`config.mk`:
```
export PLATFORM = sky130hd
export DESIGN_NAME = dot_product_and_squared_norms_top
export DESIGN_NICKNAME = d
export VERILOG_FILES = /design/src/rtl/core/dpsn_pkg.sv /design/src/rtl/core/dpsn_fma.sv /design/src/rtl/core/dpsn_datapath.sv /design/src/rtl/core/dpsn_ctrl.sv /design/src/rtl/core/dot_product_and_squared_norms_top.sv
export SDC_FILE = /design/constraint.sdc
export NUM_CORES = 2
export LEC_CHECK = 0
export ABC_CLOCK_PERIOD_IN_PS = 16100
export BUFFER_PORTS_ARGS = -buffer_cell sky130_fd_sc_hd__buf_4
export CAP_MARGIN = 20
export CORE_ASPECT_RATIO = 1.5
export CORE_UTILIZATION = 35
export DETAILED_ROUTE_END_ITERATION = 7
export GPL_TIMING_DRIVEN = 0
export PLACE_DENSITY_LB_ADDON = 0.2
export RECOVER_POWER = 25
export SETUP_SLACK_MARGIN = 0.02
export SLEW_MARGIN = 30
export SYNTH_ARGS = -nofsm -noshare
export SYNTH_HDL_FRONTEND = slang
export SYNTH_HIERARCHICAL = 1
export SYNTH_SLANG_ARGS = --single-unit
export TNS_END_PERCENT = 10
```
`constraint.sdc`:
```
create_clock -name clock -period 16.1 [get_ports clock]
set_input_delay 4.83 -clock clock [delete_from_list [all_inputs] [get_ports clock]]
set_output_delay 4.83 -clock clock [all_outputs]
set_load 0.02 [all_outputs]
```
`src/rtl/core/dpsn_pkg.sv`:
```
package dpsn_pkg;

   // lanes per full group (power of two)
   localparam int LANES = 4;
   localparam int IDX_W = $clog2(LANES + 1);
   localparam int LEN_W = 16;
   localparam int WORD_W = 32;

   // multiplier operand select
   localparam logic [1:0] MUL_PAIR     = 2'd0;
   localparam logic [1:0] MUL_FILE_ONE = 2'd1;
   localparam logic [1:0] MUL_TEMP_ONE = 2'd2;

   // addend select
   localparam logic [1:0] ADD_FILE    = 2'd0;
   localparam logic [1:0] ADD_NEGZERO = 2'd1;
   localparam logic [1:0] ADD_POSZERO = 2'd2;
   localparam logic [1:0] ADD_TEMP    = 2'd3;

   // result destination
   localparam logic [1:0] DST_FILE = 2'd0;
   localparam logic [1:0] DST_TEMP = 2'd1;
   localparam logic [1:0] DST_OUT  = 2'd2;

   // accumulator sets
   localparam logic [1:0] SET_DOT = 2'd0;
   localparam logic [1:0] SET_LHS = 2'd1;
   localparam logic [1:0] SET_RHS = 2'd2;

   localparam logic [WORD_W-1:0] FP_ONE      = 32'h3f80_0000;
   localparam logic [WORD_W-1:0] FP_POS_ZERO = 32'h0000_0000;
   localparam logic [WORD_W-1:0] FP_NEG_ZERO = 32'h8000_0000;

   typedef struct packed {
      logic             start;
      logic [1:0]       mul_sel;
      logic [1:0]       add_sel;
      logic [1:0]       dst;
      logic [1:0]       set;
      logic [IDX_W-1:0] idx;
      logic             load;
      logic             clear;
   } dpsn_cmd_type;

endpackage

```
`src/rtl/core/dpsn_fma.sv`:
```
module dpsn_fma (
   input  logic        clock,
   input  logic        reset,
   input  logic        start,
   input  logic [31:0] op_a,
   input  logic [31:0] op_b,
   input  logic [31:0] op_c,
   output logic        done,
   output logic [31:0] result
);
   import dpsn_pkg::*;

   localparam logic [2:0] F_IDLE  = 3'd0;
   localparam logic [2:0] F_UNPK  = 3'd1;
   localparam logic [2:0] F_ALIGN = 3'd2;
   localparam logic [2:0] F_ADD   = 3'd3;
   localparam logic [2:0] F_NORM  = 3'd4;
   localparam logic [2:0] F_RND   = 3'd5;

   localparam int MAG_W = 100;

   logic [2:0]  state_ff, state_in;
   logic [31:0] a_ff, a_in, b_ff, b_in, c_ff, c_in;
   logic [47:0] prod_ff, prod_in;
   logic [23:0] mc_ff, mc_in;
   logic        sp_ff, sp_in, sc_ff, sc_in, cz_ff, cz_in;
   logic        spec_ff, spec_in, zero_ff, zero_in, sign_ff, sign_in;
   logic [31:0] res_ff, res_in;
   logic signed [11:0] d_ff, d_in, e_ff, e_in;
   logic [MAG_W-1:0] cf_ff, cf_in, mag_ff, mag_in;

   // unpack
   logic [7:0]  a_x, b_x, c_x, a_e, b_e, c_e;
   logic        a_zero, b_zero, c_zero, a_inf, b_inf, c_inf, a_nan, b_nan, c_nan;
   logic        p_inf, p_zero, is_nan, sp_w;
   logic signed [11:0] d_w;
   // align / add
   logic [11:0]      nd;
   logic [4:0]       sh;
   logic [23:0]      kept, lost;
   logic [MAG_W-1:0] pf, sum;
   logic [MAG_W:0]   diff, neg;
   logic [MAG_W-1:0] add_mag;
   logic             add_sign;
   // round
   logic signed [11:0] base;
   logic [23:0] q;
   logic        up;
   logic [33:0] total;

   always_comb begin
      a_x = a_ff[30:23];
      b_x = b_ff[30:23];
      c_x = c_ff[30:23];
      a_e = (a_x == 8'd0) ? 8'd1 : a_x;
      b_e = (b_x == 8'd0) ? 8'd1 : b_x;
      c_e = (c_x == 8'd0) ? 8'd1 : c_x;
      a_zero = (a_x == 8'd0) && (a_ff[22:0] == 23'd0);
      b_zero = (b_x == 8'd0) && (b_ff[22:0] == 23'd0);
      c_zero = (c_x == 8'd0) && (c_ff[22:0] == 23'd0);
      a_inf = (a_x == 8'hff) && (a_ff[22:0] == 23'd0);
      b_inf = (b_x == 8'hff) && (b_ff[22:0] == 23'd0);
      c_inf = (c_x == 8'hff) && (c_ff[22:0] == 23'd0);
      a_nan = (a_x == 8'hff) && (a_ff[22:0] != 23'd0);
      b_nan = (b_x == 8'hff) && (b_ff[22:0] != 23'd0);
      c_nan = (c_x == 8'hff) && (c_ff[22:0] != 23'd0);
      sp_w = a_ff[31] ^ b_ff[31];
      p_inf = a_inf | b_inf;
      p_zero = a_zero | b_zero;
      is_nan = a_nan | b_nan | c_nan | (a_inf & b_zero) | (b_inf & a_zero)
               | (p_inf & c_inf & (sp_w != c_ff[31]));
      // addend LSB position relative to the product frame
      d_w = $signed({4'd0, c_e}) - $signed({4'd0, a_e}) - $signed({4'd0, b_e})
            + 12'sd176;

      // alignment of the addend, dropped bits jammed into bit 0
      nd = 12'(-d_ff);
      sh = nd[4:0];
      kept = mc_ff >> sh;
      lost = mc_ff & ~(24'hff_ffff << sh);

      pf = {26'd0, prod_ff, 26'd0};
      sum = pf + cf_ff;
      diff = {1'b0, pf} - {1'b0, cf_ff};
      neg = -diff;
      if (sp_ff == sc_ff) begin
         add_mag = sum;
         add_sign = sp_ff;
      end else if (diff[MAG_W]) begin
         add_mag = neg[MAG_W-1:0];
         add_sign = sc_ff;
      end else begin
         add_mag = diff[MAG_W-1:0];
         add_sign = sp_ff;
      end

      base = e_ff + 12'sd225;
      q = mag_ff[99:76];
      up = mag_ff[75] & ((|mag_ff[74:0]) | q[0]);
      total = {base[10:0], 23'd0} + {10'd0, q} + {33'd0, up};
   end

   always_comb begin
      state_in = state_ff;
      a_in = a_ff;
      b_in = b_ff;
      c_in = c_ff;
      prod_in = prod_ff;
      mc_in = mc_ff;
      sp_in = sp_ff;
      sc_in = sc_ff;
      cz_in = cz_ff;
      spec_in = spec_ff;
      res_in = res_ff;
      zero_in = zero_ff;
      sign_in = sign_ff;
      d_in = d_ff;
      e_in = e_ff;
      cf_in = cf_ff;
      mag_in = mag_ff;
      done = 1'b0;
      result = 32'd0;
      case (state_ff)
         F_IDLE: begin
            if (start) begin
               a_in = op_a;
               b_in = op_b;
               c_in = op_c;
               state_in = F_UNPK;
            end
         end
         F_UNPK: begin
            prod_in = {|a_x, a_ff[22:0]} * {|b_x, b_ff[22:0]};
            mc_in = {|c_x, c_ff[22:0]};
            sp_in = sp_w;
            sc_in = c_ff[31];
            cz_in = c_zero;
            d_in = d_w;
            e_in = $signed({4'd0, a_e}) + $signed({4'd0, b_e}) - 12'sd326;
            zero_in = 1'b0;
            spec_in = 1'b1;
            res_in = c_ff;
            if (is_nan) begin
               res_in = 32'h7fc0_0000;
            end else if (p_inf) begin
               res_in = {sp_w, 31'h7f80_0000};
            end else if (c_inf) begin
               res_in = c_ff;
            end else if (p_zero && c_zero) begin
               res_in = {sp_w & c_ff[31], 31'd0};
            end else if (p_zero) begin
               res_in = c_ff;
            end else if (!c_zero && (d_w >= 12'sd76)) begin
               // product below a quarter unit of the addend
               res_in = c_ff;
            end else begin
               spec_in = 1'b0;
            end
            state_in = spec_in ? F_RND : F_ALIGN;
         end
         F_ALIGN: begin
            if (cz_ff) begin
               cf_in = '0;
            end else if (!d_ff[11]) begin
               cf_in = {76'd0, mc_ff} << d_ff[6:0];
            end else if (nd >= 12'd24) begin
               cf_in = {{(MAG_W-1){1'b0}}, 1'b1};
            end else begin
               cf_in = {76'd0, kept[23:1], kept[0] | (lost != 24'd0)};
            end
            state_in = F_ADD;
         end
         F_ADD: begin
            mag_in = add_mag;
            zero_in = (add_mag == '0);
            sign_in = (add_mag == '0) ? (sp_ff & sc_ff) : add_sign;
            state_in = (add_mag == '0) ? F_RND : F_NORM;
         end
         F_NORM: begin
            if (e_ff < -12'sd225) begin
               if (e_ff <= -12'sd233) begin
                  mag_in = {8'd0, mag_ff[99:9], mag_ff[8] | (mag_ff[7:0] != 8'd0)};
                  e_in = e_ff + 12'sd8;
               end else begin
                  mag_in = {1'b0, mag_ff[99:2], mag_ff[1] | mag_ff[0]};
                  e_in = e_ff + 12'sd1;
               end
            end else if (!mag_ff[99] && (e_ff > -12'sd225)) begin
               if ((mag_ff[99:92] == 8'd0) && (e_ff >= -12'sd217)) begin
                  mag_in = {mag_ff[91:0], 8'd0};
                  e_in = e_ff - 12'sd8;
               end else begin
                  mag_in = {mag_ff[98:0], 1'b0};
                  e_in = e_ff - 12'sd1;
               end
            end else begin
               state_in = F_RND;
            end
         end
         F_RND: begin
            done = 1'b1;
            if (spec_ff) begin
               result = res_ff;
            end else if (zero_ff) begin
               result = {sign_ff, 31'd0};
            end else if (total >= 34'h07f80_0000) begin
               result = {sign_ff, 31'h7f80_0000};
            end else begin
               result = {sign_ff, total[30:0]};
            end
            state_in = F_IDLE;
         end
         default: begin
            state_in = F_IDLE;
         end
      endcase
   end

   always_ff @(posedge clock) begin
      if (reset) begin
         state_ff <= F_IDLE;
      end else begin
         state_ff <= state_in;
      end
      a_ff <= a_in;
      b_ff <= b_in;
      c_ff <= c_in;
      prod_ff <= prod_in;
      mc_ff <= mc_in;
      sp_ff <= sp_in;
      sc_ff <= sc_in;
      cz_ff <= cz_in;
      spec_ff <= spec_in;
      res_ff <= res_in;
      zero_ff <= zero_in;
      sign_ff <= sign_in;
      d_ff <= d_in;
      e_ff <= e_in;
      cf_ff <= cf_in;
      mag_ff <= mag_in;
   end

endmodule

```
`src/rtl/core/dpsn_datapath.sv`:
```
module dpsn_datapath (
   input  logic                 clock,
   input  logic                 reset,
   input  dpsn_pkg::dpsn_cmd_type cmd,
   input  logic [31:0]          req_lhs_value,
   input  logic [31:0]          req_rhs_value,
   output logic                 fma_done,
   output logic [31:0]          dot_product,
   output logic [31:0]          lhs_squared_norm,
   output logic [31:0]          rhs_squared_norm
);
   import dpsn_pkg::*;

   // per set: LANES lane sums, then the tail sum
   logic [WORD_W-1:0] file_ff [3][LANES+1];
   logic [WORD_W-1:0] file_in [3][LANES+1];
   logic [WORD_W-1:0] lhs_ff, lhs_in, rhs_ff, rhs_in, temp_ff, temp_in;
   logic [WORD_W-1:0] out_ff [3];
   logic [WORD_W-1:0] out_in [3];
   logic [WORD_W-1:0] file_rd, op_x, op_y, op_c, pair_x, pair_y, fma_res;

   dpsn_fma u_fma (
      .clock  (clock),
      .reset  (reset),
      .start  (cmd.start),
      .op_a   (op_x),
      .op_b   (op_y),
      .op_c   (op_c),
      .done   (fma_done),
      .result (fma_res)
   );

   always_comb begin
      file_rd = file_ff[cmd.set][cmd.idx];
      case (cmd.set)
         SET_DOT: begin
            pair_x = lhs_ff;
            pair_y = rhs_ff;
         end
         SET_LHS: begin
            pair_x = lhs_ff;
            pair_y = lhs_ff;
         end
         default: begin
            pair_x = rhs_ff;
            pair_y = rhs_ff;
         end
      endcase
      case (cmd.mul_sel)
         MUL_PAIR: begin
            op_x = pair_x;
            op_y = pair_y;
         end
         MUL_FILE_ONE: begin
            op_x = file_rd;
            op_y = FP_ONE;
         end
         default: begin
            op_x = temp_ff;
            op_y = FP_ONE;
         end
      endcase
      case (cmd.add_sel)
         ADD_FILE:    op_c = file_rd;
         ADD_NEGZERO: op_c = FP_NEG_ZERO;
         ADD_POSZERO: op_c = FP_POS_ZERO;
         default:     op_c = temp_ff;
      endcase
   end

   always_comb begin
      file_in = file_ff;
      out_in = out_ff;
      temp_in = temp_ff;
      lhs_in = cmd.load ? req_lhs_value : lhs_ff;
      rhs_in = cmd.load ? req_rhs_value : rhs_ff;
      if (fma_done) begin
         case (cmd.dst)
            DST_FILE: file_in[cmd.set][cmd.idx] = fma_res;
            DST_TEMP: temp_in = fma_res;
            default:  out_in[cmd.set] = fma_res;
         endcase
      end
      if (cmd.clear) begin
         for (int s = 0; s < 3; s++) begin
            for (int i = 0; i <= LANES; i++) begin
               file_in[s][i] = FP_POS_ZERO;
            end
         end
      end
   end

   always_ff @(posedge clock) begin
      if (reset) begin
         for (int s = 0; s < 3; s++) begin
            for (int i = 0; i <= LANES; i++) begin
               file_ff[s][i] <= FP_POS_ZERO;
            end
         end
      end else begin
         file_ff <= file_in;
      end
      lhs_ff <= lhs_in;
      rhs_ff <= rhs_in;
      temp_ff <= temp_in;
      out_ff <= out_in;
   end

   assign dot_product = out_ff[SET_DOT];
   assign lhs_squared_norm = out_ff[SET_LHS];
   assign rhs_squared_norm = out_ff[SET_RHS];

endmodule

```
`src/rtl/core/dpsn_ctrl.sv`:
```
module dpsn_ctrl (
   input  logic                      clock,
   input  logic                      reset,
   input  logic [dpsn_pkg::LEN_W-1:0] vector_length,
   input  logic                      req_valid,
   output logic                      req_stall,
   output logic                      rsp_valid,
   input  logic                      rsp_stall,
   input  logic                      fma_done,
   output dpsn_pkg::dpsn_cmd_type    cmd
);
   import dpsn_pkg::*;

   localparam logic [1:0] ST_IDLE  = 2'd0;
   localparam logic [1:0] ST_ISSUE = 2'd1;
   localparam logic [1:0] ST_WAIT  = 2'd2;
   localparam logic [1:0] ST_WOUT  = 2'd3;

   localparam logic [1:0] PH_LANE = 2'd0;
   localparam logic [1:0] PH_TAIL = 2'd1;
   localparam logic [1:0] PH_RED  = 2'd2;

   logic [1:0]       state_ff, state_in, phase_ff, phase_in, set_ff, set_in;
   logic [IDX_W-1:0] idx_ff, idx_in;
   logic             step_ff, step_in, last_ff, last_in, rsp_valid_ff, rsp_valid_in;
   logic [LEN_W-1:0] count_ff, count_in;
   logic [LEN_W:0]   len, full;
   logic             accept, elem_done;

   assign len = (vector_length == '0) ? {1'b1, {LEN_W{1'b0}}} : {1'b0, vector_length};
   assign full = (LEN_W+1)'((len / (LEN_W+1)'(LANES)) * (LEN_W+1)'(LANES));
   assign req_stall = reset | (state_ff != ST_IDLE);
   assign accept = req_valid & ~req_stall;
   assign rsp_valid = rsp_valid_ff;

   always_comb begin
      cmd = '0;
      cmd.start = (state_ff == ST_ISSUE);
      cmd.set = set_ff;
      cmd.load = accept;
      case (phase_ff)
         PH_LANE: begin
            cmd.mul_sel = MUL_PAIR;
            cmd.add_sel = ADD_FILE;
            cmd.dst = DST_FILE;
            cmd.idx = idx_ff;
         end
         PH_TAIL: begin
            cmd.idx = IDX_W'(LANES);
            if (!step_ff) begin
               cmd.mul_sel = MUL_PAIR;
               cmd.add_sel = ADD_NEGZERO;
               cmd.dst = DST_TEMP;
            end else begin
               cmd.mul_sel = MUL_TEMP_ONE;
               cmd.add_sel = ADD_FILE;
               cmd.dst = DST_FILE;
            end
         end
         default: begin
            cmd.idx = idx_ff;
            if (idx_ff == IDX_W'(LANES)) begin
               cmd.mul_sel = MUL_TEMP_ONE;
               cmd.add_sel = ADD_FILE;
               cmd.dst = DST_OUT;
            end else begin
               cmd.mul_sel = MUL_FILE_ONE;
               cmd.add_sel = (idx_ff == '0) ? ADD_POSZERO : ADD_TEMP;
               cmd.dst = DST_TEMP;
            end
         end
      endcase
      cmd.clear = (state_ff == ST_WAIT) && fma_done && (phase_ff == PH_RED)
                  && (set_ff == SET_RHS) && (idx_ff == IDX_W'(LANES));
   end

   always_comb begin
      state_in = state_ff;
      phase_in = phase_ff;
      set_in = set_ff;
      idx_in = idx_ff;
      step_in = step_ff;
      last_in = last_ff;
      count_in = count_ff;
      rsp_valid_in = rsp_valid_ff & rsp_stall;
      elem_done = 1'b0;
      case (state_ff)
         ST_IDLE: begin
            if (accept) begin
               phase_in = ({1'b0, count_ff} < full) ? PH_LANE : PH_TAIL;
               set_in = SET_DOT;
               step_in = 1'b0;
               idx_in = IDX_W'(count_ff % LEN_W'(LANES));
               last_in = (({1'b0, count_ff} + 1'b1) >= len);
               state_in = ST_ISSUE;
            end
         end
         ST_ISSUE: begin
            state_in = ST_WAIT;
         end
         ST_WAIT: begin
            if (fma_done) begin
               state_in = ST_ISSUE;
               case (phase_ff)
                  PH_LANE: begin
                     if (set_ff == SET_RHS) begin
                        elem_done = 1'b1;
                     end else begin
                        set_in = set_ff + 2'd1;
                     end
                  end
                  PH_TAIL: begin
                     step_in = ~step_ff;
                     if (step_ff) begin
                        if (set_ff == SET_RHS) begin
                           elem_done = 1'b1;
                        end else begin
                           set_in = set_ff + 2'd1;
                        end
                     end
                  end
                  default: begin
                     if (idx_ff != IDX_W'(LANES)) begin
                        idx_in = idx_ff + 1'b1;
                     end else begin
                        idx_in = '0;
                        if (set_ff == SET_RHS) begin
                           rsp_valid_in = 1'b1;
                           count_in = '0;
                           state_in = ST_IDLE;
                        end else begin
                           set_in = set_ff + 2'd1;
                        end
                     end
                  end
               endcase
               if (elem_done) begin
                  if (last_ff) begin
                     phase_in = PH_RED;
                     set_in = SET_DOT;
                     idx_in = '0;
                     state_in = ST_WOUT;
                  end else begin
                     count_in = count_ff + 1'b1;
                     state_in = ST_IDLE;
                  end
               end
            end
         end
         default: begin
            // previous result must leave the output registers first
            if (!rsp_valid_ff || !rsp_stall) begin
               state_in = ST_ISSUE;
            end
         end
      endcase
   end

   always_ff @(posedge clock) begin
      if (reset) begin
         state_ff <= ST_IDLE;
         phase_ff <= PH_LANE;
         set_ff <= SET_DOT;
         idx_ff <= '0;
         step_ff <= 1'b0;
         last_ff <= 1'b0;
         count_ff <= '0;
         rsp_valid_ff <= 1'b0;
      end else begin
         state_ff <= state_in;
         phase_ff <= phase_in;
         set_ff <= set_in;
         idx_ff <= idx_in;
         step_ff <= step_in;
         last_ff <= last_in;
         count_ff <= count_in;
         rsp_valid_ff <= rsp_valid_in;
      end
   end

endmodule

```
`src/rtl/core/dot_product_and_squared_norms_top.sv`:
```
// Dot product and squared norms of two fp32 vectors.
// Request channel: one element pair (req_lhs_value, req_rhs_value) per
// request, valid/stall handshake. Response channel: rsp_dot_product,
// rsp_lhs_squared_norm, rsp_rhs_squared_norm, one response per vector,
// issued after the last element pair (vector_length pairs; 0 means 65536).
// Register vector_length sits at byte address 0 of the APB port.
// All math is binary32, round to nearest even, one shared iterative FMA.
// An FMA op is issued, then runs unpack, align, add, normalize and round;
// a special case (NaN, inf, zero operand, negligible product) skips from
// unpack to round, and a zero sum skips normalize. A lane element costs 3
// ops, a tail element 6 ops; the input is held until an element's ops are
// done. The last element then waits for the output registers and runs a
// 15-op reduction before the response is valid.
// req_stall is high in reset and while an element or the reduction is
// being worked on, also while a stalled pending response holds the
// reduction back. Next-vector elements enter while a response waits.
// Reset (synchronous) clears all sums, the element position, and sets
// vector_length to 1.
module dot_product_and_squared_norms_top (
   input  logic        clock,
   input  logic        reset,
   input  logic        req_valid,
   output logic        req_stall,
   input  logic [31:0] req_lhs_value,
   input  logic [31:0] req_rhs_value,
   output logic        rsp_valid,
   input  logic        rsp_stall,
   output logic [31:0] rsp_dot_product,
   output logic [31:0] rsp_lhs_squared_norm,
   output logic [31:0] rsp_rhs_squared_norm,
   input  logic        psel,
   input  logic        penable,
   input  logic        pwrite,
   input  logic [2:0]  paddr,
   input  logic [31:0] pwdata,
   output logic [31:0] prdata,
   output logic        pready
);
   import dpsn_pkg::*;

   logic [LEN_W-1:0] vlen_ff, vlen_in;
   logic             vlen_hit;
   logic             fma_done;
   dpsn_cmd_type     cmd;

   // register index is paddr[2]; only index 0 exists
   assign vlen_hit = (paddr[2] == 1'b0);
   assign pready = 1'b1;
   assign prdata = vlen_hit ? {{(32-LEN_W){1'b0}}, vlen_ff} : 32'd0;

   always_comb begin
      vlen_in = vlen_ff;
      if (psel && penable && pwrite && vlen_hit) begin
         vlen_in = pwdata[LEN_W-1:0];
      end
   end

   always_ff @(posedge clock) begin
      if (reset) begin
         vlen_ff <= LEN_W'(1);
      end else begin
         vlen_ff <= vlen_in;
      end
   end

   dpsn_ctrl u_ctrl (
      .clock         (clock),
      .reset         (reset),
      .vector_length (vlen_ff),
      .req_valid     (req_valid),
      .req_stall     (req_stall),
      .rsp_valid     (rsp_valid),
      .rsp_stall     (rsp_stall),
      .fma_done      (fma_done),
      .cmd           (cmd)
   );

   dpsn_datapath u_datapath (
      .clock            (clock),
      .reset            (reset),
      .cmd              (cmd),
      .req_lhs_value    (req_lhs_value),
      .req_rhs_value    (req_rhs_value),
      .fma_done         (fma_done),
      .dot_product      (rsp_dot_product),
      .lhs_squared_norm (rsp_lhs_squared_norm),
      .rhs_squared_norm (rsp_rhs_squared_norm)
   );

endmodule
```
==> flow_summary.ini <==
[cells_and_area]
regArea_um2 = 29200
syn_to_final_growth_pct = 12.5
drive_above_1_share = 0.0836
multi_input_area_um2 = 52700
final_cell_count_no_fill = 13835
num-fill-cells = 25374
final_util = 0.396
nets = 11392

[critical_path]
cp-end-kind = output port
worst-r2r-cell-count = 30
crit_fanout = 16
crit_arrival_ns = 5.96
path_class = in2out
critPathLaunchType = input port
required_ns = 11.27

[floorplan]
io_pins = 237
die_area_um2 = 251000
die_w_um = 409
core_area_um2 = 248000
dieHeight_um = 613
start_util = 0.352
rows = 224

[hold_path]
hp-class = reg2reg
min_path_cells = 2

[detailed_routing]
dr.pass1.iters = 8
drt_iter0_markers = 7890
antenna_left = 0
vias = 80299
wl_um = 419000
route.detailed.drc = 0
via_per_inst = 5.80
wl_per_cell_um = 30.3

[run_status]
status = complete, but fails checks
violations = capacitance limit, slew limit

[synthesis]
ys.flop_type = edfxtp_1
yosys.cell_count.top_type = nand2_1
synth_enable_flop_cells = 621
yosysSeqAreaShare = 0.335
synth_warnings = 6
postSynthRegisterBits = 1148
async_reset_ff_frac = 0
synth_cell_types = 120
synthesis.area_um2 = 87200
netlist_instances = 10030
synth_common_cells = 1848 x nand2_1, 971 x a21oi_1, 727 x inv_1
avgSynthCellArea_um2 = 8.69
yosysTopAreaCell = edfxtp_1
synth_area_leaders = edfxtp_1 21%, dfxtp_1 12%, fa_1 11%
synth_top_area_frac = 0.214

[timing]
rsz0062_at_grt = false
post-route-min-period_ns = 10.79
slew_headroom = -0.864
fmax_mhz = 92.7
tightest_slew_ns = 2.80
drv_slew = 149
setup-tns-final_ns = 0
finClkSkew_ns = 0.0980
hold_viol = 0
setup_violations = 0
min_period_over_period = 0.670

[place]
place_congestion = 1.02
placedCellCount = 13593
port_buffers = 201
hpwlAfterDp_um = 335000

[clock_tree]
cts_buffers = 119
clock-root-buffer = clkbuf_16
cts_buffer_depth = 3
cts_num_sinks = 1148
cts_hold_buf = 0
htreeDepth = 3
cts_setup_buffers = 0
clk_latency_ns = 0.84
ctsResizeCount = 0
cts_tree = yes
clk_pin_slew_ns = 0.06

[global_routing]
grt-ovfl-total = 0
grt_pass1_wl_um = 585000
antenna_found_initial = 20
grt_max_degree = 65
first_global_vias = 79116
grt_usage = 0.325

[job]
drv_cap = 5
[sequential cells by signal (all words and copies together) (netlist names), 11 cells and up]
name and count:
u_datapath/u_fma/cf_ff 100, u_datapath/u_fma/res_ff 32, u_datapath/rhs_squared_norm 32, u_datapath/u_fma/e_ff 12, u_datapath/rhs_ff 32, u_datapath/temp_ff 32, u_datapath/u_fma/b_ff 32, u_datapath/u_fma/mc_ff 24
u_datapath/u_fma/a_ff 32, u_ctrl/count_ff 16, u_datapath/u_fma/c_ff 32, u_datapath/u_fma/prod_ff 48, u_datapath/lhs_ff 32, vlen_ff 16, u_datapath/lhs_squared_norm 32, u_datapath/file_ff 480
u_datapath/u_fma/mag_ff 100, u_datapath/dot_product 32, u_datapath/u_fma/d_ff 11
[metrics by stage]
step / setup slack, ns / area [µm²] / hold slack [ns]
global placement: 0.362 / 92800 / 0.439
floorplan: 4.85 / 87200 / 0.432
CTS: 5.27 / 98200 / 0.453
global route: 5.25 / 98000 / 0.465
finish: 5.31 / 98000 / 0.452
detailed placement: 5.27 / 94100 / 0.443
[layout by cell type (no fill, tap or decap), types with 110 or more instances in the layout]
master,n
nand2_1,1848
o22ai_1,131
clkbuf_1,574
nor3_1,122
nand3_1,202
ha_1,361
mux2i_1,256
a22oi_1,110
o21ai_0,211
edfxtp_1,621
dfxtp_1,527
xnor2_1,216
inv_1,727
and2_1,261
clkbuf_16,122
buf_4,244
a21oi_1,967
fa_1,486
nor2_1,536
[area by class of cell]
| type | instances | share of cell area |
|---|---|---|
| Antenna cell | 12 | 0.000306 |
| Clock buffer | 151 | 0.0330 |
| Tap cell | 3277 | 0.0418 |
| Sequential cell | 1148 | 0.298 |
| Buffer | 719 | 0.0308 |
| Clock inverter | 77 | 0.00888 |
| Multi-Input combinational cell | 7446 | 0.538 |
| Timing Repair Buffer | 273 | 0.0215 |
| Inverter | 732 | 0.0280 |
[worst paths after layout]
kind / from / to / slack [ns]
max: reset / req_stall / 5.31
min: u_datapath/file_ff[389] / u_datapath/file_ff[389] / 0.45
max reg2reg: u_datapath/u_fma/b_ff[8] / u_datapath/u_fma/prod_ff[47] / 5.82
min reg2reg: u_datapath/file_ff[389] / u_datapath/file_ff[389] / 0.45
[logic make-up (layout without fill, tap and decap cells)]
family	Yosys count	in the layout	share of synthesized area
muxes	353	353	0.0451
buffers and inverters	1451	1952	0.0658
and+or+nand+nor	3738	3738	0.202
adders and majority gates	848	848	0.164
other	2	29	0.0000862
AOI/OAI and AO/OA	2184	2184	0.158
xor gates and xnor gates	306	306	0.0308
DFF	1148	1148	0.335
[worst max-delay path: stages]
cell,delay [ns]
buf_4,0.25
clkbuf_1,0.41
nand2b_1,0.28
buf_4,0.18
[per-layer routing]
metal / wire length [µm] / global-route usage
met1: 143000 / 0.337
met2: 205000 / 0.563
met3: 25500 / 0.0496
met4: 46700 / 0.302
met5: 20 / 0
Power is not shown: default switching activity piles up to over one toggle a cycle in this logic, so the estimate is an artifact.
